--- src/rtl/ttb_pkg.sv ---
`default_nettype none
// ----------------------------------------------------------------------------
// ttb_pkg
// Shared types and constants for the triangle tangent/bitangent block.
// ----------------------------------------------------------------------------
package ttb_pkg;

    localparam int TEX_FRAC_BITS = 16;
    localparam int POS_W  = 32;
    localparam int TEX_W  = 24;
    localparam int EDGE_W = POS_W + 1;
    localparam int UV_W   = TEX_W + 1;
    localparam int PROD_W = EDGE_W + UV_W;
    localparam int ACC_W  = PROD_W + 1;
    localparam int DET_W  = 2 * UV_W + 1;
    localparam int QUO_W  = 32 + TEX_FRAC_BITS;
    localparam int NUM_ACC = 7;
    localparam int NUM_RES = 6;
    localparam logic [3:0] MUL_LAST = 4'd14;

    typedef struct packed {
        logic signed [POS_W-1:0] pos_x;
        logic signed [POS_W-1:0] pos_y;
        logic signed [POS_W-1:0] pos_z;
        logic signed [TEX_W-1:0] tex_u;
        logic signed [TEX_W-1:0] tex_v;
    } t_vertex;

    typedef struct packed {
        logic signed [31:0] tangent_x;
        logic signed [31:0] tangent_y;
        logic signed [31:0] tangent_z;
        logic signed [31:0] bitangent_x;
        logic signed [31:0] bitangent_y;
        logic signed [31:0] bitangent_z;
        logic               degenerate;
        logic               last_of_triangle;
    } t_result;

    typedef struct packed {
        logic signed [EDGE_W-1:0] e1_x;
        logic signed [EDGE_W-1:0] e1_y;
        logic signed [EDGE_W-1:0] e1_z;
        logic signed [EDGE_W-1:0] e2_x;
        logic signed [EDGE_W-1:0] e2_y;
        logic signed [EDGE_W-1:0] e2_z;
        logic signed [UV_W-1:0]   u1;
        logic signed [UV_W-1:0]   v1;
        logic signed [UV_W-1:0]   u2;
        logic signed [UV_W-1:0]   v2;
    } t_job;

    typedef struct packed {
        logic empty;
        logic full;
    } t_queue_status;

    typedef enum logic [1:0] {
        DV_IDLE,
        DV_CHECK,
        DV_RUN,
        DV_FINISH
    } t_div_state;

    typedef enum logic [2:0] {
        BK_IDLE,
        BK_MUL,
        BK_DIV_START,
        BK_DIV_WAIT,
        BK_OUT
    } t_back_state;

endpackage
`default_nettype wire

--- src/rtl/ttb_front.sv ---
`default_nettype none
// ----------------------------------------------------------------------------
// ttb_front
// Holds the first two vertices of a triangle and pushes edge/UV-delta jobs.
// ----------------------------------------------------------------------------
module ttb_front import ttb_pkg::*; (
    input  wire logic    i_clk,
    input  wire logic    i_rst_n,
    input  wire logic    i_valid,
    input  wire t_vertex i_data,
    output logic         o_stall,
    input  wire logic    i_full,
    output logic         o_push,
    output t_job         o_job
);

    logic [1:0] r_phase;
    t_vertex    r_held [2];
    logic       accept;

    assign o_stall = r_phase[1] & i_full;
    assign accept  = i_valid & ~o_stall;
    assign o_push  = accept & r_phase[1];

    always_ff @(posedge i_clk) begin
        if (!i_rst_n) begin
            r_phase <= 2'd0;
        end else if (accept) begin
            r_phase <= r_phase[1] ? 2'd0 : r_phase + 2'd1;
        end
    end

    always_ff @(posedge i_clk) begin
        if (accept && !r_phase[1]) begin
            r_held[r_phase[0]] <= i_data;
        end
    end

    always_comb begin
        o_job.e1_x = {r_held[1].pos_x[POS_W-1], r_held[1].pos_x}
                   - {r_held[0].pos_x[POS_W-1], r_held[0].pos_x};
        o_job.e1_y = {r_held[1].pos_y[POS_W-1], r_held[1].pos_y}
                   - {r_held[0].pos_y[POS_W-1], r_held[0].pos_y};
        o_job.e1_z = {r_held[1].pos_z[POS_W-1], r_held[1].pos_z}
                   - {r_held[0].pos_z[POS_W-1], r_held[0].pos_z};
        o_job.e2_x = {i_data.pos_x[POS_W-1], i_data.pos_x}
                   - {r_held[0].pos_x[POS_W-1], r_held[0].pos_x};
        o_job.e2_y = {i_data.pos_y[POS_W-1], i_data.pos_y}
                   - {r_held[0].pos_y[POS_W-1], r_held[0].pos_y};
        o_job.e2_z = {i_data.pos_z[POS_W-1], i_data.pos_z}
                   - {r_held[0].pos_z[POS_W-1], r_held[0].pos_z};
        o_job.u1   = {r_held[1].tex_u[TEX_W-1], r_held[1].tex_u}
                   - {r_held[0].tex_u[TEX_W-1], r_held[0].tex_u};
        o_job.v1   = {r_held[1].tex_v[TEX_W-1], r_held[1].tex_v}
                   - {r_held[0].tex_v[TEX_W-1], r_held[0].tex_v};
        o_job.u2   = {i_data.tex_u[TEX_W-1], i_data.tex_u}
                   - {r_held[0].tex_u[TEX_W-1], r_held[0].tex_u};
        o_job.v2   = {i_data.tex_v[TEX_W-1], i_data.tex_v}
                   - {r_held[0].tex_v[TEX_W-1], r_held[0].tex_v};
    end

endmodule
`default_nettype wire

--- config.mk ---
export PLATFORM = sky130hd
export DESIGN_NAME = ttb_front
export DESIGN_NICKNAME = d
export VERILOG_FILES = /design/src/rtl/ttb_pkg.sv /design/src/rtl/ttb_front.sv
export SDC_FILE = /design/constraint.sdc
export NUM_CORES = 1
export LEC_CHECK = 0
export BUFFER_PORTS_ARGS = -buffer_cell sky130_fd_sc_hd__buf_2
export CORE_ASPECT_RATIO = 2
export CORE_MARGIN = 2
export CORE_UTILIZATION = 45
export CTS_CLUSTER_SIZE = 12
export DETAILED_ROUTE_END_ITERATION = 16
export HOLD_SLACK_MARGIN = 0.03
export PLACE_DENSITY_LB_ADDON = 0.08
export SLEW_MARGIN = 0
export SYNTH_ARGS = -nofsm -noshare
export SYNTH_HDL_FRONTEND = slang
export SYNTH_SLANG_ARGS = --single-unit
--- constraint.sdc ---
create_clock -name i_clk -period 18.4 [get_ports i_clk]
set_clock_uncertainty 0.1 [all_clocks]
set_input_delay 1.84 -clock i_clk [delete_from_list [all_inputs] [get_ports i_clk]]
set_output_delay 1.84 -clock i_clk [all_outputs]
set_load 0.02 [all_outputs]
-- Word-level counts from Yosys, hierarchy flattened
Memories as Yosys holds them, arrays and structs flattened.
Index checks and enable logic that the tools add are counted.
- bitwise logic cells: 4
- reduce and logical (&&, ||, !) cells: 2
- add/sub/neg operators: 11
- multiplexer cells: 3
- operators with widths (cell ; count):
    subtractor 32 x 32 -> 33 bit ; 6
    subtractor 24 x 24 -> 25 bit ; 4
    bitwise AND 1 bit ; 3
    adder 2 x 1 -> 2 bit, second input constant ; 1
    2-to-1 mux 1 bit ; 2
    2-to-1 mux 2 bit ; 1
    logical AND 1 bit ; 1
    logical NOT 1 bit ; 1
    inverter 1 bit ; 1
- register bits after elaboration: 2
- input port bits: 148
- memory bits (writable): 288
- logic and storage cells: 22
- output and inout bits: 300
- memories kept: 1
- memory list (memory ; words ; width ; read ports ; clocked after memory_dff ; wr ports ; line ; text):
    r_held ; 2 ; 144 ; 2 ; 0 ; 1 ; ttb_front.sv:18 ; t_vertex r_held [2];

-- Logic depth before layout (Yosys ltp)
- depth after elaboration: 6
- mapped depth: 13
- gate-level depth less buffers: 13

-- Worst setup path after synthesis
No wires, ideal clock.
- kind: input-to-reg
- start: input i_valid
- end: memory r_held[0][0] (netlist bit) (enable)
- path slack: 5269 ps
- data required time: 17445 ps
- cell stages on the path: 1
- arrival time: 12176 ps
- library setup time: 855 ps
- buffers on the path: 0
- path through: nor3b_1
- cells in the longest elaborated chain, start to end: 4
- RTL lines (element ; line ; text):
    start: declaration ; ttb_front.sv:9 ; input wire logic i_valid,
    bitwise AND 1 bit ; ttb_front.sv:22 ; assign accept = i_valid & ~o_stall;
    logical AND 1 bit ; ttb_front.sv:34 ; if (accept && !r_phase[1]) begin
    2-to-1 mux 1 bit ; ttb_front.sv:34 ;
    2-to-1 mux 1 bit (implied by the code) ; ttb_front.sv:35 ; r_held[r_phase[0]] <= i_data;
    end: declaration ; ttb_front.sv:18 ;
Every way passes these cells.

==> results.cfg <==
[sta]
period_needed_ps = 6910
relSlewSlack = 0.384
fin_setup_tns_ps = 0
slew_viol_final = 0
hold_viol = 0
max_freq_mhz = 145
fin_ws_ps = 11490
fin_crit_sh = 0.375
hold_ws_ps = 452
rsz0062_at_grt = false
tightest_slew_ps = 924
setup_violations = 0

[placement]
gp_congestion = 0.893
preCtsSetupSlack_ps = 11470
dp_hpwl_mm = 52.3
port_buffers = 447

[detailed_routing]
wl_mm = 65.3
met2_length_mm = 34.6
wl_per_cell_um = 19.0
antenna_left = 0
first_pass_iters = 5
vias_per_cell = 5.52
first_iter_violations = 703
met3_length_mm = 5.24
wl_met1_mm = 22.8
top_layer_used = met5
drc_errors = 0
dr_total_vias = 19000

[power]
seqPwrFrac = 0.333
power_frac_comb = 0.412
switching_share = 0.383
leakage_nw = 12.2
vdd_drop_max_mv = 0.0788
power_w = 0.00234
p_clk_frac = 0.255
p_per_area_nw_per_um2 = 88.0
p_int_w = 0.00145
power.switching_w = 0.000896

[logic_synthesis]
ys_seq_area_frac = 0.384
syn-instance-count = 2294
synth_top_area_cell = edfxtp_1
syn_area_per_cell_um2 = 9.87
yosys_warnings = 0
ys_ff_latch = 290
async_flop_share = 0
synthTopCellsByArea = edfxtp_1, ha_1, xnor2_1
synthFlopType = edfxtp_1
syn-cell-area_um2 = 22600
yosysTopAreaCellShare = 0.382
synth-edff-count = 288
syn_nets = 2740
ys_types = 78

[flow_run]
cap_violations = 0

[run_status]
status = completed

[clock_network]
cts_buffer_depth = 3
cts_tree = yes
clk_latency_ps = 590
postCtsResizedCells = 0
cts_buffers = 30
clock-root-buffer = clkbuf_16
holdBufCountCts = 0
cts_max_level = 1
post_cts_buffers = 0
path_clk_slew_ps = 60
cts_sinks = 290

[floorplanning]
core_area_um2 = 49900
die_w_um = 163
rows = 116
die_y_um = 321
initial_core_util = 0.453
pin_count = 448
die-area_um2 = 52200

[worst_setup_path]
worstSetupPathType = primary input to output port
crit_path_start_kind = primary input
r2r-start = r_phase[1]$_SDFFE_PN0P_
cp-startpoint = i_data[80]
cp_max_fo = 3
endpoint_kind = output port
worst_ep_arrival_time_ps = 4970
cp.required_ps = 16460

[layout]
layout_common_cells = buf_2, ha_1, edfxtp_1
layout_commonest_cell = buf_2
fillCellCount = 4705
area_growth_pct = 17.6
nets = 3207
drive_gt1_frac = 0.192

[global_route]
grt_pass1_vias = 19500
grt.total_usage = 0.241
grt_overflow = 0
grt_first_pass_wirelength_mm = 99.5
grt_max_degree = 145
antenna_found_initial = 20

[hold_path]
hp-class = flip-flop to flip-flop
hp-start = r_phase[0]$_SDFFE_PN0P_
cell families (layout without fill, tap and decap cells):
| logic type | after synthesis | in the layout | synth area share |
|---|---|---|---|
| other | 0 | 10 | 0 |
| and+or+nand+nor | 510 | 510 | 0.112 |
| xor gates and xnor gates | 237 | 237 | 0.0917 |
| DFF | 290 | 290 | 0.384 |
| AOI/OAI and AO/OA | 691 | 691 | 0.199 |
| muxes | 3 | 3 | 0.00138 |
| adders and majority gates | 298 | 298 | 0.168 |
| buffers and inverters | 265 | 752 | 0.0440 |
cell usage after synthesis, types with 11 or more instances:
library cell	n
a211oi_1	20
a21o_1	111
a21oi_1	218
a31oi_1	21
and3_1	21
clkbuf_1	14
edfxtp_1	288
ha_1	288
inv_1	250
nand2_1	110
nand2b_1	35
nand3_1	44
nand4_1	28
nor2_1	131
nor2b_1	50
nor3_1	29
o21a_1	41
o21ai_0	117
o21ai_1	12
o21bai_1	30
o31a_1	13
o31ai_1	12
or2_2	11
or3_1	11
xnor2_1	164
xor2_1	73
through the flow:
step                instance area [um2]   util  instances
global placement                  25700  0.514       3378
global route                      26600  0.533       3440
detailed placement                25700  0.514       3378
floorplan                         22600      -       2294
finish                            26600  0.533       3440
CTS                               26600  0.532       3430
power by group through the flow:
stage | Clock, W | Sequential (W) | Combinational [W]
CTS | 0.000612 | 0.000781 | 0.000969
detailed placement | 0 | 0.000795 | 0.000964
global placement | 0 | 0.000794 | 0.000957
finish | 0.000596 | 0.000781 | 0.000965
floorplan | 0 | 0.000803 | 0.000648
global route | 0.000633 | 0.000784 | 0.00105
registers in the layout, indices dropped and copies added, names as in the netlist:
register  cells
r_phase       2
r_held      288
worst paths after layout:
kind	slack [ps]	depth (start not counted)	end
max	11490	15	o_job[163]
min	450	2	r_phase[0]$_SDFFE_PN0P_
min reg2reg	450	2	r_phase[0]$_SDFFE_PN0P_
max reg2reg	15970	3	r_held[1][36]$_DFFE_PP_
routing by layer:
metal / vias to the layer above / global-route usage
met1: 8916 / 0.231
met2: 557 / 0.470
li1: 9331 / -
met3: 149 / 0.0704
met4: 20 / 0.0991
met5: - / 0
critical path, cell delays in order:
cell and delay, ps:
buf_2 90, inv_1 40, ha_1 220, fa_1 410, nor2b_1 160, o31ai_1 150
a21oi_2 310, o221ai_2 190, a22o_1 260, o31a_4 380, o21ai_2 140, nand2_1 100
a221oi_2 270, xor2_1 190, buf_2 190
final cells by class:
class                   instances  area [um2]  share of cell area
diodes                         10        25.0            0.000940
clock buffers                  43         851              0.0320
multi-input cells            1739       13000               0.487
inverters                     250         938              0.0353
flip-flops and latches        290        8690               0.327
repair buffers                450        2270              0.0854
well taps                     649         812              0.0305
clock inverters                 9        63.8             0.00240
No activity file was read; power rests on OpenSTA's default activity.
