### config.mk
export PLATFORM = sky130hd
export DESIGN_NAME = ttb_back
export DESIGN_NICKNAME = d
export VERILOG_FILES = /design/src/rtl/ttb_pkg.sv /design/src/rtl/ttb_divider.sv /design/src/rtl/ttb_back.sv
export SDC_FILE = /design/constraint.sdc
export NUM_CORES = 2
export LEC_CHECK = 0
export BUFFER_PORTS_ARGS = -buffer_cell sky130_fd_sc_hd__buf_2
export CORE_ASPECT_RATIO = 0.9
export CORE_MARGIN = 2
export CORE_UTILIZATION = 61
export DETAILED_ROUTE_END_ITERATION = 7
export PLACE_DENSITY = 0.79
export SKIP_CTS_REPAIR_TIMING = 1
export SLEW_MARGIN = 20
export SYNTH_ARGS = -nofsm -noshare
export SYNTH_HDL_FRONTEND = slang
export SYNTH_SLANG_ARGS = --single-unit
### constraint.sdc
create_clock -name i_clk -period 49.5 [get_ports i_clk]
set_clock_uncertainty 0.2 [all_clocks]
set_input_delay 12.375 -clock i_clk [delete_from_list [all_inputs] [get_ports i_clk]]
set_output_delay 12.375 -clock i_clk [all_outputs]
set_load 0.05 [all_outputs]
### src/rtl/ttb_pkg.sv
`default_nettype none
// ----------------------------------------------------------------------------
// ttb_pkg
// Shared types and constants for the triangle tangent/bitangent block.
// ----------------------------------------------------------------------------
package ttb_pkg;

    localparam int TEX_FRAC_BITS = 16;
    localparam int POS_W  = 32;
    localparam int TEX_W  = 24;
    localparam int EDGE_W = POS_W + 1;
    localparam int UV_W   = TEX_W + 1;
    localparam int PROD_W = EDGE_W + UV_W;
    localparam int ACC_W  = PROD_W + 1;
    localparam int DET_W  = 2 * UV_W + 1;
    localparam int QUO_W  = 32 + TEX_FRAC_BITS;
    localparam int NUM_ACC = 7;
    localparam int NUM_RES = 6;
    localparam logic [3:0] MUL_LAST = 4'd14;

    typedef struct packed {
        logic signed [POS_W-1:0] pos_x;
        logic signed [POS_W-1:0] pos_y;
        logic signed [POS_W-1:0] pos_z;
        logic signed [TEX_W-1:0] tex_u;
        logic signed [TEX_W-1:0] tex_v;
    } t_vertex;

    typedef struct packed {
        logic signed [31:0] tangent_x;
        logic signed [31:0] tangent_y;
        logic signed [31:0] tangent_z;
        logic signed [31:0] bitangent_x;
        logic signed [31:0] bitangent_y;
        logic signed [31:0] bitangent_z;
        logic               degenerate;
        logic               last_of_triangle;
    } t_result;

    typedef struct packed {
        logic signed [EDGE_W-1:0] e1_x;
        logic signed [EDGE_W-1:0] e1_y;
        logic signed [EDGE_W-1:0] e1_z;
        logic signed [EDGE_W-1:0] e2_x;
        logic signed [EDGE_W-1:0] e2_y;
        logic signed [EDGE_W-1:0] e2_z;
        logic signed [UV_W-1:0]   u1;
        logic signed [UV_W-1:0]   v1;
        logic signed [UV_W-1:0]   u2;
        logic signed [UV_W-1:0]   v2;
    } t_job;

    typedef struct packed {
        logic empty;
        logic full;
    } t_queue_status;

    typedef enum logic [1:0] {
        DV_IDLE,
        DV_CHECK,
        DV_RUN,
        DV_FINISH
    } t_div_state;

    typedef enum logic [2:0] {
        BK_IDLE,
        BK_MUL,
        BK_DIV_START,
        BK_DIV_WAIT,
        BK_OUT
    } t_back_state;

endpackage
`default_nettype wire

### src/rtl/ttb_divider.sv
`default_nettype none
// ----------------------------------------------------------------------------
// ttb_divider
// Bit-serial signed divide: round(num * 2^16 / den), saturated to 32 bits.
// ----------------------------------------------------------------------------
module ttb_divider import ttb_pkg::*; (
    input  wire logic                    i_clk,
    input  wire logic                    i_rst_n,
    input  wire logic                    i_start,
    input  wire logic signed [ACC_W-1:0] i_num,
    input  wire logic signed [DET_W-1:0] i_den,
    output logic                         o_done,
    output logic [31:0]                  o_quo
);

    t_div_state         r_state;
    t_div_state         n_state;
    logic [ACC_W-1:0]   r_n;
    logic [DET_W-1:0]   r_d;
    logic [DET_W-1:0]   r_rem;
    logic [QUO_W-1:0]   r_q;
    logic [5:0]         r_cnt;
    logic               r_neg;
    logic               r_sat;

    logic               sat;
    logic               in_bit;
    logic [4:0]         bit_idx;
    logic [DET_W:0]     shifted;
    logic               ge;
    logic [DET_W:0]     trial;
    logic               rnd;
    logic [QUO_W:0]     sum;
    logic [QUO_W:0]     lim;
    logic [QUO_W:0]     mag;

    assign sat     = {{(DET_W + 32 - ACC_W){1'b0}}, r_n} >= {r_d, 32'd0};
    assign bit_idx = 5'(r_cnt - 6'd16);
    assign in_bit  = (r_cnt >= 6'd16) ? r_n[bit_idx] : 1'b0;
    assign shifted = {r_rem, in_bit};
    assign ge      = shifted >= {1'b0, r_d};
    assign trial   = shifted - {1'b0, r_d};
    assign rnd     = {r_rem, 1'b0} >= {1'b0, r_d};
    assign sum     = {1'b0, r_q} + {{QUO_W{1'b0}}, rnd};
    assign lim     = r_neg ? (QUO_W+1)'(33'h080000000) : (QUO_W+1)'(33'h07FFFFFFF);
    assign mag     = (r_sat || sum > lim) ? lim : sum;

    always_comb begin
        n_state = r_state;
        case (r_state)
            DV_IDLE:   if (i_start) n_state = DV_CHECK;
            DV_CHECK:  n_state = sat ? DV_FINISH : DV_RUN;
            DV_RUN:    if (r_cnt == 6'd0) n_state = DV_FINISH;
            DV_FINISH: n_state = DV_IDLE;
            default:   n_state = DV_IDLE;
        endcase
    end

    always_comb begin
        o_done = (r_state == DV_FINISH);
        o_quo  = r_neg ? (32'd0 - mag[31:0]) : mag[31:0];
    end

    always_ff @(posedge i_clk) begin
        if (!i_rst_n) begin
            r_state <= DV_IDLE;
        end else begin
            r_state <= n_state;
        end
    end

    always_ff @(posedge i_clk) begin
        case (r_state)
            DV_IDLE: begin
                r_neg <= i_num[ACC_W-1] ^ i_den[DET_W-1];
                r_n   <= i_num[ACC_W-1] ? ACC_W'(-i_num) : ACC_W'(i_num);
                r_d   <= i_den[DET_W-1] ? DET_W'(-i_den) : DET_W'(i_den);
            end
            DV_CHECK: begin
                r_sat <= sat;
                r_rem <= DET_W'(r_n[ACC_W-1:32]);
                r_q   <= '0;
                r_cnt <= 6'(QUO_W - 1);
            end
            DV_RUN: begin
                r_rem <= ge ? trial[DET_W-1:0] : shifted[DET_W-1:0];
                r_q   <= {r_q[QUO_W-2:0], ge};
                r_cnt <= r_cnt - 6'd1;
            end
            default: begin
                r_cnt <= r_cnt;
            end
        endcase
    end

endmodule
`default_nettype wire

### src/rtl/ttb_back.sv
`default_nettype none
// ----------------------------------------------------------------------------
// ttb_back
// Pops jobs, forms determinant and numerators on one shared multiplier,
// divides on the serial divider and emits three results per triangle.
// ----------------------------------------------------------------------------
module ttb_back import ttb_pkg::*; (
    input  wire logic    i_clk,
    input  wire logic    i_rst_n,
    input  wire t_job    i_job,
    input  wire logic    i_empty,
    output logic         o_pop,
    output logic         o_valid,
    input  wire logic    i_stall,
    output t_result      o_data
);

    t_back_state               r_state;
    t_back_state               n_state;
    t_job                      r_job;
    logic [3:0]                r_step;
    logic signed [PROD_W-1:0]  r_prod;
    logic signed [ACC_W-1:0]   r_acc [NUM_ACC];
    logic [31:0]               r_res [NUM_RES];
    logic [2:0]                r_idx;
    logic [1:0]                r_emit;

    logic signed [EDGE_W-1:0]  op_a;
    logic signed [UV_W-1:0]    op_b;
    logic [3:0]                prev;
    logic [2:0]                acc_idx;
    logic                      det_zero;
    logic signed [DET_W-1:0]   det;
    logic signed [ACC_W-1:0]   num;
    logic                      div_start;
    logic                      div_done;
    logic [31:0]               div_quo;
    logic                      out_take;

    assign prev     = r_step - 4'd1;
    assign acc_idx  = prev[3:1];
    assign det_zero = (r_acc[0] == '0);
    assign det      = r_acc[0][DET_W-1:0];
    assign num      = r_acc[3'(r_idx + 3'd1)];
    assign out_take = (r_state == BK_OUT) && !i_stall;

    always_comb begin
        op_a = '0;
        op_b = '0;
        case (r_step[3:1])
            3'd0: begin
                op_a = r_step[0] ? EDGE_W'(r_job.v1) : EDGE_W'(r_job.u1);
                op_b = r_step[0] ? r_job.u2 : r_job.v2;
            end
            3'd1: begin
                op_a = r_step[0] ? r_job.e2_x : r_job.e1_x;
                op_b = r_step[0] ? r_job.v1 : r_job.v2;
            end
            3'd2: begin
                op_a = r_step[0] ? r_job.e2_y : r_job.e1_y;
                op_b = r_step[0] ? r_job.v1 : r_job.v2;
            end
            3'd3: begin
                op_a = r_step[0] ? r_job.e2_z : r_job.e1_z;
                op_b = r_step[0] ? r_job.v1 : r_job.v2;
            end
            3'd4: begin
                op_a = r_step[0] ? r_job.e1_x : r_job.e2_x;
                op_b = r_step[0] ? r_job.u2 : r_job.u1;
            end
            3'd5: begin
                op_a = r_step[0] ? r_job.e1_y : r_job.e2_y;
                op_b = r_step[0] ? r_job.u2 : r_job.u1;
            end
            3'd6: begin
                op_a = r_step[0] ? r_job.e1_z : r_job.e2_z;
                op_b = r_step[0] ? r_job.u2 : r_job.u1;
            end
            default: begin
                op_a = '0;
                op_b = '0;
            end
        endcase
    end

    always_comb begin
        n_state = r_state;
        case (r_state)
            BK_IDLE:      if (!i_empty) n_state = BK_MUL;
            BK_MUL:       if (r_step == MUL_LAST) n_state = BK_DIV_START;
            BK_DIV_START: n_state = det_zero ? BK_OUT : BK_DIV_WAIT;
            BK_DIV_WAIT: begin
                if (div_done) n_state = (r_idx == 3'(NUM_RES - 1)) ? BK_OUT : BK_DIV_START;
            end
            BK_OUT:       if (out_take && r_emit == 2'd2) n_state = BK_IDLE;
            default:      n_state = BK_IDLE;
        endcase
    end

    always_comb begin
        o_pop     = (r_state == BK_IDLE) && !i_empty;
        div_start = (r_state == BK_DIV_START) && !det_zero;
        o_valid   = (r_state == BK_OUT);
        o_data.tangent_x        = det_zero ? '0 : r_res[0];
        o_data.tangent_y        = det_zero ? '0 : r_res[1];
        o_data.tangent_z        = det_zero ? '0 : r_res[2];
        o_data.bitangent_x      = det_zero ? '0 : r_res[3];
        o_data.bitangent_y      = det_zero ? '0 : r_res[4];
        o_data.bitangent_z      = det_zero ? '0 : r_res[5];
        o_data.degenerate       = det_zero;
        o_data.last_of_triangle = (r_emit == 2'd2);
    end

    always_ff @(posedge i_clk) begin
        if (!i_rst_n) begin
            r_state <= BK_IDLE;
            r_emit  <= 2'd0;
        end else begin
            r_state <= n_state;
            if (out_take) r_emit <= (r_emit == 2'd2) ? 2'd0 : r_emit + 2'd1;
        end
    end

    always_ff @(posedge i_clk) begin
        r_prod <= op_a * op_b;
        case (r_state)
            BK_IDLE: begin
                r_job  <= i_job;
                r_step <= 4'd0;
                r_idx  <= 3'd0;
            end
            BK_MUL: begin
                r_step <= r_step + 4'd1;
                if (r_step != 4'd0) begin
                    if (prev[0]) r_acc[acc_idx] <= r_acc[acc_idx] - ACC_W'(r_prod);
                    else         r_acc[acc_idx] <= ACC_W'(r_prod);
                end
            end
            BK_DIV_WAIT: begin
                if (div_done) begin
                    r_res[r_idx] <= div_quo;
                    r_idx        <= r_idx + 3'd1;
                end
            end
            default: begin
                r_step <= r_step;
            end
        endcase
    end

    ttb_divider u_divider (
        .i_clk   (i_clk),
        .i_rst_n (i_rst_n),
        .i_start (div_start),
        .i_num   (num),
        .i_den   (det),
        .o_done  (div_done),
        .o_quo   (div_quo)
    );

endmodule
`default_nettype wire

**Word level (Yosys, flattened, before mapping)**

Memories as Yosys holds them, arrays and structs flattened.
Index checks and enable logic that the tools add are counted.
Widths: inputs -> output; s select.

- Bits in registers: 587
- RAM bits: 605
- Input bits: 302
- Output and inout port bits: 196
- Logic and storage cells: 149
- Memories kept: 2

Memory list:

| memory | depth | bits a word | rd ports | clocked after memory_dff | wr ports | line | RTL |
|---|---|---|---|---|---|---|---|
| r_acc | 7 | 59 | 3 | 0 | 1 | ttb_back.sv:23 | `logic signed [ACC_W-1:0] r_acc [NUM_ACC];` |
| r_res | 6 | 32 | 6 | 0 | 1 | ttb_back.sv:24 | `logic [31:0] r_res [NUM_RES];` |

- Add/sub/neg operators: 12
- $mul: 1
- Magnitude comparators: 6
- Equality and inequality tests: 22
- Mux-type cells: 57
- Bitwise gates (word level): 2
- Reduce and logical (&&, ||, !) cells: 22

Operators by type and width:

| operator | count |
|---|---|
| $mux 32 | 9 |
| $mux 33 | 7 |
| $pmux 33 s7 | 1 |
| $ge 52x51->1 | 2 |
| $pmux 51 s2 | 1 |
| $pmux 48 s2 | 1 |
| $ge 59x83->1 | 1 |
| $mux 25 | 3 |
| $pmux 25 s3 | 1 |
| $logic_not 59->1 | 1 |
| $mux 59 | 1 |
| $neg 59->59 | 1 |
| $sub 59x58->59 | 1 |
| $mul 33x25->58 | 1 |
| $mux 58 | 1 |
| $mux 51 | 1 |
| $neg 51->51 | 1 |
| $sub 51x51->51 | 1 |
| $mux 50 | 1 |
| $add 48x1->49 | 1 |
| $gt 49x32->1 | 1 |
| $sub 1x32->32 const A | 1 |
| $mux 3 | 7 |
| $eq 3x3->1 const B | 5 |
| 36 further kinds | 71 |

**Depth between registers and ports, before layout**

- Word-level depth: 7
- Depth in mapped cells: 39
- Depth with buffers taken out: 33

**Cells and area by module**

A second synthesis with hierarchy kept.

- Cells, all modules: 8459
- Area total of the unflattened synthesis: 90725.8 µm²

Modules (own cells, without submodules):

| module | times used | cells an instance | area an instance (µm²) | sequential area each (µm²) |
|---|---|---|---|---|
| ttb_back | 1 | 6580 | 73409.2 | 28587.4 |
| ttb_divider | 1 | 1879 | 17316.6 | 6556.3 |

**Least setup slack after synthesis**

OpenSTA, ideal clock, no wires.

- Kind: input to output
- Start: input port i_empty
- End: output port o_pop
- Data arrival time: 13824 ps
- Required time: 36925 ps
- Setup slack: 23101 ps
- Cell stages on the path: 1
- Buffers on the path: 0
- Path through: nor4_1

- Longest elaborated chain between the ends: 2

Ends and longest elaborated chain:

| element | line | RTL |
|---|---|---|
| start: declaration | ttb_back.sv:11 | `input wire logic i_empty,` |
| $logic_not 1->1 | ttb_back.sv:101 | `o_pop = (r_state == BK_IDLE) && !i_empty;` |
| $logic_and 1x1->1 | ttb_back.sv:101 |  |
| end: declaration | ttb_back.sv:12 | `output logic o_pop,` |

No other way between the ends.

**Final worst setup path**

Ends and elaborated chain as after synthesis.

==> reports/metrics.yaml <==
status: "finished, violations left"
violations: "design-rule violations"
tns_ns: 0
drive_gt1_share_pct: 12.8
clockBufferDepth: 3
cp_slowest_cell: "buf_2"
cts_root_buf: "clkbuf_16"
cts.sinks: 1192
route.detailed.drc: 10
die_y_um: 369
clkLatencyLatePin_ns: 0.80
fin_nets: 10128
whs_path_depth: 2
path_clk_slew_ns: 0.06
path_cells: "buf_2, nor4_1, buf_2"
via_per_inst: 6.34
area_growth_pct: 9.59
die_x_um: 410
worstSetupPathType: "in2out"
grt_pass1_vias: 68855
rsz0062_at_grt: "false"
required_ns: 36.92
drt-total-wl_um: 256000
critical_path.max_stage_delay_ns: 0.33
start_util_pct: 61.6
first_pass_iters: 8
rows: 133
endpoint_kind: "primary output"
netlist_instances: 8342
grt_start_max_net_pins: 102
slew_violations: 0
cts_max_level: 3
route.vias.total: 68164
wl_per_cell_um: 23.9
synth_ff_type: "edfxtp_1"
path_common_cell: "buf_2"
max-slew-margin-rel_pct: 15.0
syn_area_um2: 90300
core_area_um2: 147000
grtUsageTotal_pct: 33.9
synth_top_area_cell: "edfxtp_1"
synth.area.top_cells: "edfxtp_1, fa_1, ha_1, inv_1, nand2_1"
drv_cap: 0
avgSynthCellArea_um2: 10.8
synth_top_area_share_pct: 37.5
yosys_warnings: 0
synth_fp_nets: 9828
ys_seq_area_share_pct: 38.9
ios: 498
antenna_found_initial: 44
timing.fmax_mhz: 39.1
setup_viol: 0
fin_crit_ns: 25.58
synth-edff-count: 1127
async_flop_share_pct: 0
hold_violations: 0
critPathMaxFanout: 2
synth.distinct_cells: 113
cp-start-kind: "input port"
gr-total-overflow: 0
dp_hpwl_um: 185000
die_area_um2: 151000
worstPathArrival_ns: 13.01
synth_seq_cells: 1192
grt_pass1_wl_um: 395000
min-delay-path-class: "reg2reg"
worstMarginPinSlew_ns: 1.27
whs_ns: 0.377
drtAntennaViolNets: 0
drtIter0Drc: 8762
cts_tree: "yes"
io_buffers: 497
cts_made_buffers: 119
reg2reg_depth: 32
post-route-period-util_pct: 51.7
gp_congestion: 0.971
==> critical path: cells and delay by family <==
family,cells,cell delay [ns]
buf+inv,2,0.43
simple gates,1,0.19
==> cell families (layout without fill, tap and decap cells) <==
kind of cell	Yosys count	after routing	synth area share (%)
and+or+nand+nor	2379	2379	12.5
buffers and inverters	1547	1947	6.64
AOI/OAI and AO/OA	1392	1392	10.1
DFF	1192	1192	38.9
adders and majority gates	1184	1184	23.4
muxes	345	345	5.46
xor gates and xnor gates	303	303	2.95
other	0	50	0
==> routing by layer <==
metal	routed length (um)	vias up	track usage, %
met5	175	-	0
met2	119000	4528	53.6
met4	12900	4	15.9
li1	-	29202	-
met1	93000	33497	44.5
met3	31200	933	8.21
==> stage by stage <==
stage	area [um2]	util, %	worst slack (ns)	std cells
finish	99000	67.5	23.92	10749
global route	99000	67.5	23.87	10746
CTS	98800	67.4	23.88	10698
detailed placement	94700	64.6	23.89	10477
global placement	94700	64.6	23.93	10474
floorplan	90300	-	23.10	8342
==> registers in the layout (all words and copies together), names as in the netlist, 48 cells and up <==
register / count
r_acc: 413
u_divider.r_rem: 51
u_divider.r_q: 48
r_prod: 58
u_divider.r_n: 59
r_job: 298
u_divider.r_d: 51
r_res: 192
==> cells in the mapped netlist (all sizes together) (14+ instances only) <==
cell / n
o211ai: 21
edfxtp: 1127
inv: 1117
and2: 131
and3: 42
buf: 90
mux2: 102
nor3: 84
o22ai: 26
or3: 32
a211oi: 49
a22oi: 132
xor2: 82
nand2b: 46
nor2: 681
o21bai: 21
nand4: 63
or4: 14
a31oi: 39
o311a: 20
dfxtp: 65
ha: 339
nor2b: 252
a21oi: 385
fa: 845
mux2i: 136
a222oi: 24
a22o: 15
a221oi: 24
and4: 27
a21o: 145
o21a: 42
o21ai: 270
nor4: 35
mux4: 107
clkbuf: 337
o31ai: 36
o221ai: 25
nand2: 760
xnor2: 221
or2: 14
nand3: 155
==> cell usage in the layout (no fill, tap or decap), types with 145 or more instances in the layout <==
| master | n |
|---|---|
| edfxtp_1 | 1127 |
| fa_1 | 845 |
| xnor2_1 | 217 |
| buf_2 | 498 |
| o21ai_0 | 249 |
| a21oi_1 | 380 |
| nor2_1 | 668 |
| inv_1 | 1116 |
| nand3_1 | 151 |
| nand2_1 | 758 |
| nor2b_1 | 252 |
| ha_1 | 335 |
| a21o_1 | 145 |
==> path summary, 6_finish.rpt <==
| kind | startpoint | end | slack [ns] |
|---|---|---|---|
| setup / recovery | i_empty | o_pop | 23.92 |
| hold reg to reg | r_emit[0] | r_emit[0] | 0.38 |
| setup reg to reg | r_step[2] | r_prod[57] | 37.82 |
| hold / removal | r_emit[0] | r_emit[0] | 0.38 |
==> layout make-up <==
type | instances | area [um2]
diodes | 50 | 125
clock buffers | 139 | 3050
clock inverters | 82 | 1050
fillers | 10561 | 47600
inverters | 1120 | 4200
multi-input cells | 5603 | 49600
flip-flops and latches | 1192 | 35100
well taps | 1957 | 2450
repair buffers | 606 | 3320
Power is left out: the tool's default activity adds up to more than one toggle a clock period on the data nets, which glitch-free logic cannot reach.
