--- src/rtl/ttb_pkg.sv ---
`default_nettype none
// ----------------------------------------------------------------------------
// ttb_pkg
// Shared types and constants for the triangle tangent/bitangent block.
// ----------------------------------------------------------------------------
package ttb_pkg;

    localparam int TEX_FRAC_BITS = 16;
    localparam int POS_W  = 32;
    localparam int TEX_W  = 24;
    localparam int EDGE_W = POS_W + 1;
    localparam int UV_W   = TEX_W + 1;
    localparam int PROD_W = EDGE_W + UV_W;
    localparam int ACC_W  = PROD_W + 1;
    localparam int DET_W  = 2 * UV_W + 1;
    localparam int QUO_W  = 32 + TEX_FRAC_BITS;
    localparam int NUM_ACC = 7;
    localparam int NUM_RES = 6;
    localparam logic [3:0] MUL_LAST = 4'd14;

    typedef struct packed {
        logic signed [POS_W-1:0] pos_x;
        logic signed [POS_W-1:0] pos_y;
        logic signed [POS_W-1:0] pos_z;
        logic signed [TEX_W-1:0] tex_u;
        logic signed [TEX_W-1:0] tex_v;
    } t_vertex;

    typedef struct packed {
        logic signed [31:0] tangent_x;
        logic signed [31:0] tangent_y;
        logic signed [31:0] tangent_z;
        logic signed [31:0] bitangent_x;
        logic signed [31:0] bitangent_y;
        logic signed [31:0] bitangent_z;
        logic               degenerate;
        logic               last_of_triangle;
    } t_result;

    typedef struct packed {
        logic signed [EDGE_W-1:0] e1_x;
        logic signed [EDGE_W-1:0] e1_y;
        logic signed [EDGE_W-1:0] e1_z;
        logic signed [EDGE_W-1:0] e2_x;
        logic signed [EDGE_W-1:0] e2_y;
        logic signed [EDGE_W-1:0] e2_z;
        logic signed [UV_W-1:0]   u1;
        logic signed [UV_W-1:0]   v1;
        logic signed [UV_W-1:0]   u2;
        logic signed [UV_W-1:0]   v2;
    } t_job;

    typedef struct packed {
        logic empty;
        logic full;
    } t_queue_status;

    typedef enum logic [1:0] {
        DV_IDLE,
        DV_CHECK,
        DV_RUN,
        DV_FINISH
    } t_div_state;

    typedef enum logic [2:0] {
        BK_IDLE,
        BK_MUL,
        BK_DIV_START,
        BK_DIV_WAIT,
        BK_OUT
    } t_back_state;

endpackage
`default_nettype wire

--- src/rtl/ttb_queue.sv ---
`default_nettype none
// ----------------------------------------------------------------------------
// ttb_queue
// Two-entry job queue between front and back.
// ----------------------------------------------------------------------------
module ttb_queue import ttb_pkg::*; (
    input  wire logic    i_clk,
    input  wire logic    i_rst_n,
    input  wire logic    i_push,
    input  wire t_job    i_job,
    input  wire logic    i_pop,
    output t_job         o_job,
    output t_queue_status o_status
);

    t_job       r_mem [2];
    logic       r_wr_ptr;
    logic       r_rd_ptr;
    logic [1:0] r_count;
    logic       do_push;
    logic       do_pop;

    assign o_status.empty = (r_count == 2'd0);
    assign o_status.full  = r_count[1];
    assign do_push = i_push & ~o_status.full;
    assign do_pop  = i_pop & ~o_status.empty;
    assign o_job   = r_mem[r_rd_ptr];

    always_ff @(posedge i_clk) begin
        if (!i_rst_n) begin
            r_wr_ptr <= 1'b0;
            r_rd_ptr <= 1'b0;
            r_count  <= 2'd0;
        end else begin
            if (do_push) r_wr_ptr <= ~r_wr_ptr;
            if (do_pop)  r_rd_ptr <= ~r_rd_ptr;
            case ({do_push, do_pop})
                2'b10:   r_count <= r_count + 2'd1;
                2'b01:   r_count <= r_count - 2'd1;
                default: r_count <= r_count;
            endcase
        end
    end

    always_ff @(posedge i_clk) begin
        if (do_push) begin
            r_mem[r_wr_ptr] <= i_job;
        end
    end

endmodule
`default_nettype wire

--- config.mk ---
export PLATFORM = sky130hd
export DESIGN_NAME = ttb_queue
export DESIGN_NICKNAME = d
export VERILOG_FILES = /design/src/rtl/ttb_pkg.sv /design/src/rtl/ttb_queue.sv
export SDC_FILE = /design/constraint.sdc
export NUM_CORES = 1
export LEC_CHECK = 0
export BUFFER_PORTS_ARGS = -buffer_cell sky130_fd_sc_hd__buf_2
export CAP_MARGIN = 15
export CORE_AREA = 2 2 236 238
export DETAILED_ROUTE_END_ITERATION = 10
export DIE_AREA = 0 0 238 240
export GPL_TIMING_DRIVEN = 0
export PLACE_DENSITY = 0.8
export SLEW_MARGIN = 10
export SYNTH_ARGS = -nofsm -noshare
export SYNTH_HDL_FRONTEND = slang
export SYNTH_SLANG_ARGS = --single-unit
--- constraint.sdc ---
create_clock -name i_clk -period 14.7 [get_ports i_clk]
set_input_delay 0.735 -clock i_clk [delete_from_list [all_inputs] [get_ports i_clk]]
set_output_delay 0.735 -clock i_clk [all_outputs]
set_load 0.02 [all_outputs]
* Word level (Yosys, flattened, before mapping)
Memories as Yosys holds them, arrays and structs flattened. A register that Yosys moved wholly into a read port is not among the register bits. Cells that the tools add are included.
Storage, ports and cells: logic and storage cells 21, bits of input ports 302, bits in writable memories 596, register bits after elaboration 4, memories kept 1, output and inout port bits 300
Memory list:
- r_mem | words 2, bits a word 298, rd ports 1, clocked after memory_dff 1, write ports 1, RTL line ttb_queue.sv:16 | t_job r_mem [2];
Operators by class: add/subtract/negate cells 2, equal/unequal tests 2, bitwise operators 6, reduce and logical (&&, ||, !) cells 2, multiplexer cells 5
Operators by type and width (number):
- $mux W1 | 4
- $not A1 Y1 | 4
- $pmux W2 S2 | 1
- $add A2 B1 Y2 const B | 1
- $and A1 B1 Y1 | 2
- $eq A2 B1 Y1 const B | 1
- $eq A2 B2 Y1 const B | 1
- $logic_not A2 Y1 | 1
- $reduce_bool A2 Y1 | 1
- $sub A2 B1 Y2 const B | 1

* Depth between registers and ports, before layout
Gate-level depths: netlist of the first run.
word-level depth 5, depth in mapped cells 5, gate-level depth less buffers 5

* Worst setup path after synthesis of the first run
OpenSTA, ideal clock, no wires.
path type input to register, start point input i_push, end point register r_wr_ptr, setup slack 466 ps, library setup time 116 ps, required time 14584 ps, data arrival time 14118 ps, stages 3, cell sequence nand2b_1 > nor2_1 > o21a_1
Between the ends: longest elaborated chain between the ends 1
Ends and longest elaborated chain:
- start: declaration | RTL line ttb_queue.sv:9 | input wire logic i_push,
- $and A1 B1 Y1 | RTL line ttb_queue.sv:25 | assign do_push = i_push & ~o_status.full;
- end signal: assignment | RTL line ttb_queue.sv:35 | if (do_push) r_wr_ptr <= ~r_wr_ptr;
- end: declaration | RTL line ttb_queue.sv:17 | logic r_wr_ptr;
No other way between the ends. A chain may end at the register's enable or synchronous reset.

==> results of run 1 <==
sequential cells by signal (all words and copies together) (netlist names), named ones only:
register  count
r_mem       596
r_count       2
r_rd_ptr      1
r_wr_ptr      1
cells by family after synthesis:
family,count (synthesis)
flops,601
simple gates,9
mux,298
fa+ha+maj,1
xor+xnor,3
buf+inv,35
compound gates,4
area by class of cell:
type	count	area (sq um)	area share
well taps	704	881	0.0306
inverters	1	3.75	0.000130
clock inverters	32	254	0.00882
repair buffers	624	3510	0.122
clock buffers	76	1560	0.0542
multi-input cells	315	4240	0.147
flip-flops and latches	601	18000	0.625
plain buffers	34	335	0.0116
diodes	13	32.5	0.00113
placed cells by master (no fill, tap or decap), types with 2 or more instances in the layout:
cell       instances
and2_1             2
buf_12            18
buf_16             5
buf_2            608
buf_6             26
bufinv_16          3
clkbuf_1          16
clkbuf_16         60
clkinv_1          14
clkinv_2           7
clkinv_4           3
dfxtp_1            5
diode_2           13
edfxtp_1         596
inv_6              3
mux2_2            98
mux2_4           200
nor2_4             2
nor2b_1            2
o21a_1             2
xnor2_1            3
report_power, final:
part	leakage, nW	internal, W	total [W]	switching [W]
registers	5.61	0.00218	0.00225	0.0000634
logic	4.60	0.000753	0.00174	0.000988
clock network	0.883	0.000801	0.00141	0.000612
worst max-delay path: stages (launching register included):
cell and delay (ps):
dfxtp_1 320, buf_6 190, buf_6 220, buf_6 230, mux2_4 350, buf_2 170
metal layers:
| layer | vias up | part of all wire |
|---|---|---|
| li1 | 5195 | - |
| met1 | 5718 | 0.36 |
| met2 | 473 | 0.52 |
| met3 | 103 | 0.085 |
| met4 | 10 | 0.029 |
| met5 | - | 0.0014 |
worst max path at each step:
stage,startpoint,to,cells after the start,slack [ps]
global placement,i_push,r_wr_ptr,4,-5720
floorplan,i_push,r_wr_ptr,3,470
finish,flop,o_job[120],5,11870
global route,flop,o_job[120],5,11750
CTS,flop,o_job[120],5,11760
detailed placement,i_push,r_mem[1][256],7,11770
per-stage QoR:
stage	utilization	area, sq um	worst slack, ps	hold slack (ps)
6_report	0.527	28800	11870	317
5_1_grt	0.527	28800	11750	276
4_1_cts	0.526	28800	11760	274
3_5_place_dp	0.493	27000	11770	525
3_3_place_gp	0.484	26400	-5720	508
2_1_floorplan	-	22600	466	491
==> results.md, run 1 <==
- Most instantiated library cell after synthesis: edfxtp_1
- Die area: 0.0571 sq mm
- CTS resizes: 0
- Clock sink count: 601
- Nets@finish: 1939
- Share of cells above drive strength 1: 0.616
- Synth area leaders: edfxtp_1 (79%), mux2_4 (13%), mux2_2 (4.9%), buf_6 (1.3%), dfxtp_1 (0.44%)
- Synth Area in Adders: 0.000555
- Leakage power: around 11 nW
- Min Clock Period, post-route: 2830 ps
- CP Class: reg2out
- Layout Skew: roughly 18 ps
- Total GRT Usage: 0.166
- Area share of and/or/nand/nor cells after synthesis: 0.00216
- Yosys warnings: 0
- Max_cap viols: 0
- Iteration-0 DRC Markers: ~560
- Syn_area_per_cell: between 20 and 25 sq um
- TritonCTS Buffers: 59
- Status: finished clean
- Measured slew at the worst slew-check pin: 723 ps
- Post-Synthesis Net Count: 1254
- Hold path endpoint: r_mem[1][62]
- Startpoint Class: flop
- Via density per instance: roughly 4.8
- Inst Count DP: 2279
- Crit Path Max Fanout: 10
- Worst R2R Path Depth: 6
- Peak Freq: 0.353 GHz
- Starting density of the core: 0.413
- GR Overflow Total: 0
- CTS root buffer: clkbuf_16
- Hold wc startpoint: i_job[62]
- Worst r2r src: r_count[1]
- 1st-pass router iterations: 5
- Worst EP required: about 14000 ps
- Yosys reg bits: ~600
- PortBufs: between 600 and 700
- Synth-to-Final Area Change: 27.7%
- Async S/R FF share, synth: 0
- Htree depth: 2
- Num ports: 602
- Vias in the first global route: 12254
- First-pass GRT wire length: around 70 mm
- # Post-CTS Setup Buffers: 0
- Clk pin slew, worst setup/hold paths: 60 ps
- Largest net degree at the start of global routing: 31
- Global routing's busiest layer: met2
- DR vias: 11499
- Synth top cells by count: edfxtp_1 (596), mux2_4 (200), mux2_2 (98)
- Hold Buf Count CTS: 0
- Synth Area in Compound Gates: 0.00122
- Clk_lat worst skew: 600 ps
- GR Util met2: 0.295
- Most area-hungry cell type in the Yosys netlist: edfxtp_1
- Clock Path Buffers: 3
- Max Slew Vio Count: 0
- Post-Synthesis Cells: 951
- Sequential area share after synthesis: 0.798
- Final wirelength: 50.2 mm
- Mux cell area share after synthesis: 0.182
- CP Capture Type: output port
- Hold path depth: 1
- Die H: 240 microns
- M3 GR Usage: 0.0579
- WP data arrival: 2100 ps
- HPWL after detailed placement: 36.1 mm
- Initial antenna violation count: 20
- Die Wd: around 240 microns
- Worst r2r dst: r_mem[1][115]
- Power, Total: 0.00540 W
- Avg WL per Cell: about 21 microns
- Top cell type's share of synthesized area: 0.793
- Non-filler cells in the finished layout: 2400
- Reg2Reg Setup Slack: between 10000 and 15000 ps
- Largest family of logic cells by synthesized area: multiplexers
- Max-slew headroom: 0.517
- Post-synthesis xor/xnor area fraction: 0.00116
- Distinct cell type count after synthesis: 18
- CTS tree: done
- Final setup viols: 0
- DRT antenna net count: 0
- Tcrit/Tclk final: 0.193
- Pwr per Cell Area: 187 mW/mm^2
- Number of fill cells: 4234
- Worst hold path class: in2reg
- TNS Setup: 0 ps
- Mapped Area: 0.0226 sq mm
- Placeable Area: 0.0547 sq mm
- Final Hold Fails: 0
- Row cnt: 86
- RSZ-0062 raised after global routing: false
- Met1 usage: 0.184
- Number of synthesized flops with an enable pin: just under 600
- DR DRC count: 0
- Placer Congestion: about 0.77
- VDD IR max: 132 uV
- Ys flop type: edfxtp_1
Note: power is estimated with default switching activity, not from simulation.
==> run 2, diff against run 1 <==
Settings changed: ABC_AREA set to 1.
Clock period 14.7 ns to 2.4 ns, I/O delays scaled along.
==> results.md, run 2 <==
- Biggest regs: r_mem: 596 flops, r_count: 2 flops
- Met1 Wirelength: 20.9 mm
- First-pass GRT wire length: around 84 mm
- DRT antenna net count: 0
- Worst EP required: 2680 ps
- DR DRC count: 0
- CTS tree: done
- Largest register FFs: between 500 and 600
- Syn_area_per_cell: around 23 sq um
- Num ports: 602
- CP Capture Type: flop
- HPWL after detailed placement: 36.4 mm
- Largest net degree at the start of global routing: 31
- Non-filler cells in the finished layout: 2711
- Biggest register: r_mem
- Fin area: between 0.03 and 0.04 sq mm
- Die Wd: 238 microns
- Measured slew at the worst slew-check pin: 658 ps
- RSZ-0062 raised after global routing: false
- GR Overflow Total: 0
- Max_cap viols: 0
- Clk pin slew, worst setup/hold paths: ~70 ps
- Yosys reg bits: 601
- DR vias: 13085
- Clk_lat worst skew: 600 ps
- Distinct cell type count after synthesis: 15
- Clock sink count: 601
- Min Clock Period, post-route: 2280 ps
- Max-slew headroom: 0.561
- TritonCTS Buffers: 59
- TNS Setup: 0 ps
- Initial antenna violation count: 12
- CP Class: reg2reg
- Number of synthesized flops with an enable pin: 596
- Startpoint Class: flop
- Pwr per Cell Area: roughly 970 mW/mm^2
- Top cell type's share of synthesized area: 0.793
- Max layer used: met5
- Leakage power: 12.5 nW
- Sequential area share after synthesis: 0.797
- Metal3 WL: about 4.6 mm
- Hold Slack: between 200 and 250 ps
- Worst hold path class: in2reg
- Yosys warnings: 0
- Tcrit/Tclk final: 0.951
- Placer Congestion: 0.791
- Most frequent cells in the layout: buf_2 (608), edfxtp_1 (596), dlygate4sd3_1 (301), mux2_4 (201), mux2_2 (97)
- Most instantiated library cell after synthesis: edfxtp_1
- Peak Freq: 0.438 GHz
- Async S/R FF share, synth: 0
- Crit Path Max Fanout: 53
- Die area: 0.0571 sq mm
- Iteration-0 DRC Markers: about 700
- Commonest non-fill, non-tap cell in the layout: buf_2
- Clock Path Buffers: 3
- Starting density of the core: 0.413
- Final setup viols: 0
- Inst Count DP: 2293
- PortBufs: 601
- Final wirelength: just under 60 mm
- Nets@finish: about 2300
- CTS root buffer: clkbuf_16
- WL met2: 31.0 mm
- Synth area leaders: edfxtp_1 (79%), mux2_4 (13%), mux2_2 (4.8%), buf_6 (1.3%), dfxtp_1 (0.44%)
- 1st-pass router iterations: 4
- Vias in the first global route: 14227
- Placed cell area: 0.0270 sq mm
- VDD IR max: 808 uV
- Htree depth: 2
- Post-Synthesis Cells: 964
- Ys flop type: edfxtp_1
- Avg WL per Cell: between 20 and 25 microns
- Share of cells above drive strength 1: 0.524
- Synth-to-Final Area Change: 41.8%
- Placeable Area: 0.0547 sq mm
- Die H: 240 microns
- Status: finished clean
- Synth top cells by count: edfxtp_1 (596), mux2_4 (201), mux2_2 (97)
- Via density per instance: 4.83
- Power, Total: 0.0309 W
- Most area-hungry cell type in the Yosys netlist: edfxtp_1
- Row cnt: between 80 and 90
- Mapped Area: 0.0226 sq mm
- Max Slew Vio Count: 0
- WP data arrival: 2560 ps
- Final Hold Fails: 0
- Reg2Reg Setup Slack: approximately 120 ps
- Total GRT Usage: 0.196
- Post-Synthesis Net Count: roughly 1300
- Layout Skew: 21.6 ps
-- run 2: cell count changes in the layout (fill, tap and decap cells not counted), moves of 6 or more --
cell and delta:
dlygate4sd3_1 +301, bufinv_16 +6, nand2_1 +6, nor2_1 +7
-- run 2: logic make-up (layout without fill, tap and decap cells) --
group / count (synthesis) / after routing / share of synthesized area
DFF: 601 / 601 / 0.797
muxes: 298 / 298 / 0.182
buffers and inverters: 41 / 1075 / 0.0160
and+or+nand+nor: 19 / 20 / 0.00333
AOI/OAI and AO/OA: 4 / 4 / 0.000887
adders and majority gates: 1 / 1 / 0.000554
other: 0 / 8 / 0
-- run 2: area by class of cell --
type | count | area, sq um
fill | 3740 | 22700
sequential | 601 | 18000
timing repair buffer | 927 | 6570
multi-input combinational | 323 | 4250
clock buffer | 70 | 1520
tap | 704 | 881
clock inverter | 37 | 412
buffer | 34 | 335
inverter | 7 | 26.3
antenna | 8 | 20.0
-- run 2: report_power, final --
group	switching, W	leakage [nW]	internal, W
clock	0.00386	0.934	0.00546
combinational	0.00458	5.95	0.00362
sequential	0.000351	5.60	0.0130
-- run 2: final timing paths --
path / start / to / depth (start not counted)
min: i_job[234] / r_mem[1][234] / 2
max: r_count[1] / r_mem[1][72] / 8
max reg2reg: r_count[1] / r_mem[1][72] / 8
min reg2reg: r_rd_ptr / flop / 2
-- run 2: repair_timing --
| action | 4_1_cts | 5_1_grt |
|---|---|---|
| buffers inserted | 2 | 0 |
| endpoints found under the hold margin | 601 | 0 |
| gates resized for setup | 0 | 1 |
| pin swaps | 2 | 0 |
| setup endpoints to repair | 183 | 54 |
| hold buffers | 301 | 0 |
| gates cloned | 1 | 0 |
-- run 2: per-stage QoR --
stage,utilization,worst slack (ps)
after floorplan,-,-2890
after global placement,0.485,-5100
after detailed placement,0.495,-484
after CTS,0.585,31.0
after global routing,0.585,25.4
final,0.586,119
-- run 2: worst max-delay path, cell delays in order, from the launching register on --
cell     delay (ps)
dfxtp_2         350
inv_2            90
nand2_4         120
nor2_4          170
buf_12          310
buf_12          240
buf_16          190
buf_12          210
buf_16          220
-- run 2: per-layer routing --
metal	global-route usage	vias up
li1	-	5848
met3	0.0558	143
met5	0	-
met1	0.211	6463
met4	0.0862	6
met2	0.360	625
==> run 3, diff against run 2 <==
Settings changed: BUFFER_PORTS_ARGS -buffer_cell sky130_fd_sc_hd__buf_2 to not set, CTS_CLUSTER_DIAMETER set to 40, DONT_BUFFER_PORTS set to 1, PLACE_DENSITY 0.8 to 0.7.
==> results.md, run 3 (synthesis results as in run 2) <==
- Status: finished clean
- Hold wc startpoint: i_job[222]
- PortBufs: 0
- Clock Path Buffers: 3
- 1st-pass router iterations: 4
- Synth-to-Final Area Change: 32.5%
- Number of fill cells: 3972
- Avg WL per Cell: 24.6 microns
- Total GRT Usage: 0.177
- Nets@finish: 1679
- Multi-input gate area: roughly 0.0042 sq mm
- CP cell instances: inv_2 > nand2_4 > nor2_4 > buf_12 > buf_12 > buf_12 > buf_12
- Max_cap viols: 0
- Vias in the first global route: 11690
- Die Wd: approximately 240 microns
- Clk_lat worst skew: 620 ps
- Measured slew at the worst slew-check pin: 557 ps
- Htree depth: 3
- Biggest register: r_mem
- Worst EP required: 2690 ps
- VDD IR max: 757 uV
- Pwr per Cell Area: between 1000 and 1500 mW/mm^2
- Placeable Area: 0.0547 sq mm
- Worst R2R Path Depth: 7
- Crit Path Max Fanout: 29
- DRT antenna net count: 0
- Clock sink count: 601
- Worst hold path class: in2reg
- Register Area: 0.0180 sq mm
- Max Slew Vio Count: 0
- Num ports: 602
- Min Clock Period, post-route: 2270 ps
- Layout Skew: 25.3 ps
- CP Capture Type: flop
- Iteration-0 DRC Markers: 583
- Hold path depth: 1
- DR DRC count: 0
- TNS Setup: 0 ps
- Largest register FFs: 596
- Final wirelength: between 50 and 60 mm
- Initial antenna violation count: 6
- Share of cells above drive strength 1: 0.347
- Worst r2r src: r_count[1]
- Final Hold Fails: 0
- Worst path max stage delay: ~450 ps
- DR vias: approximately 11000
- Peak Freq: 0.440 GHz
- Startpoint Class: flop
- CP startpoint: r_count[1]
- GR Overflow Total: 0
- Leakage power: approximately 11 nW
- CP most frequent cell: buf_12
- Biggest regs: r_mem: 596 flops, r_count: 2 flops
- Crit-path slowest cell: nor2_4
- RSZ-0062 raised after global routing: false
- Largest net degree at the start of global routing: 35
- Tcrit/Tclk final: 0.947
- Die area: 0.0571 sq mm
- Starting density of the core: 0.413
- WP data arrival: 2570 ps
- CTS root buffer: clkbuf_16
- First-pass GRT wire length: 74.2 mm
- Clk pin slew, worst setup/hold paths: 60 ps
- TritonCTS Buffers: 83
- HPWL after detailed placement: 34.2 mm
- Commonest non-fill, non-tap cell in the layout: edfxtp_1
- CP Class: reg2reg
- Row cnt: 86
- Final setup viols: 0
- Via density per instance: ~5
- Max-slew headroom: 0.627
- CTS tree: done
- Most frequent cells in the layout: edfxtp_1 (596), dlygate4sd3_1 (301), mux2_4 (201), mux2_2 (97), clkbuf_16 (85)
- Die H: 240 microns
- Placer Congestion: between 0.7 and 0.8
- Final core utilization: 0.547
[run 3: worst max-delay path, delay by kind of cell, from the launching register on]
kind	cells	cell delay [ps]
buffers and inverters	5	1040
flip-flops	1	330
AND/OR/NAND/NOR	2	530
[run 3: path summary, 6_finish.rpt]
kind,to,slack [ps]
worst max-delay path,r_mem[1][72],130
worst max register to register,r_mem[1][72],130
worst min-delay path,r_mem[1][222],160
worst min register to register,r_count[1],510
[run 3: timing repair]
action                                  4_1_cts  5_1_grt
hold buffers                                301        0
gates resized for setup                       0        0
endpoints found under the setup margin        0       29
setup buffers                                 0        4
endpoints found under the hold margin       621        0
[run 3: report_power, final]
part           internal, W  switching (W)
Sequential          0.0130       0.000328
Combinational      0.00274        0.00424
Clock              0.00783        0.00481
[run 3: layer usage]
layer	vias up	GRT usage	part of all wire
li1	4705	-	-
met1	5475	0.184	0.35
met2	478	0.323	0.54
met3	86	0.0615	0.080
met4	2	0.0737	0.028
met5	-	0	0.00025
[run 3: final cells by class]
cell class	instances	area share
sequential	601	0.602
multi-input combinational	322	0.142
timing repair buffer	327	0.118
clock buffer	93	0.0721
tap	704	0.0294
clock inverter	61	0.0249
buffer	34	0.0112
inverter	7	0.000878
antenna	5	0.000418
[run 3: per-stage QoR]
stage	setup WS (ps)	power, W	hold WS [ps]	area [sq um]	cells
2_1_floorplan	-2890	0.0187	219	22600	964
3_3_place_gp	-5090	0.0199	219	23500	1668
3_5_place_dp	112	0.0200	219	24000	1690
4_1_cts	100	0.0331	99.9	29900	2145
5_1_grt	20.0	0.0340	116	29900	2154
6_report	128	0.0330	156	29900	2154
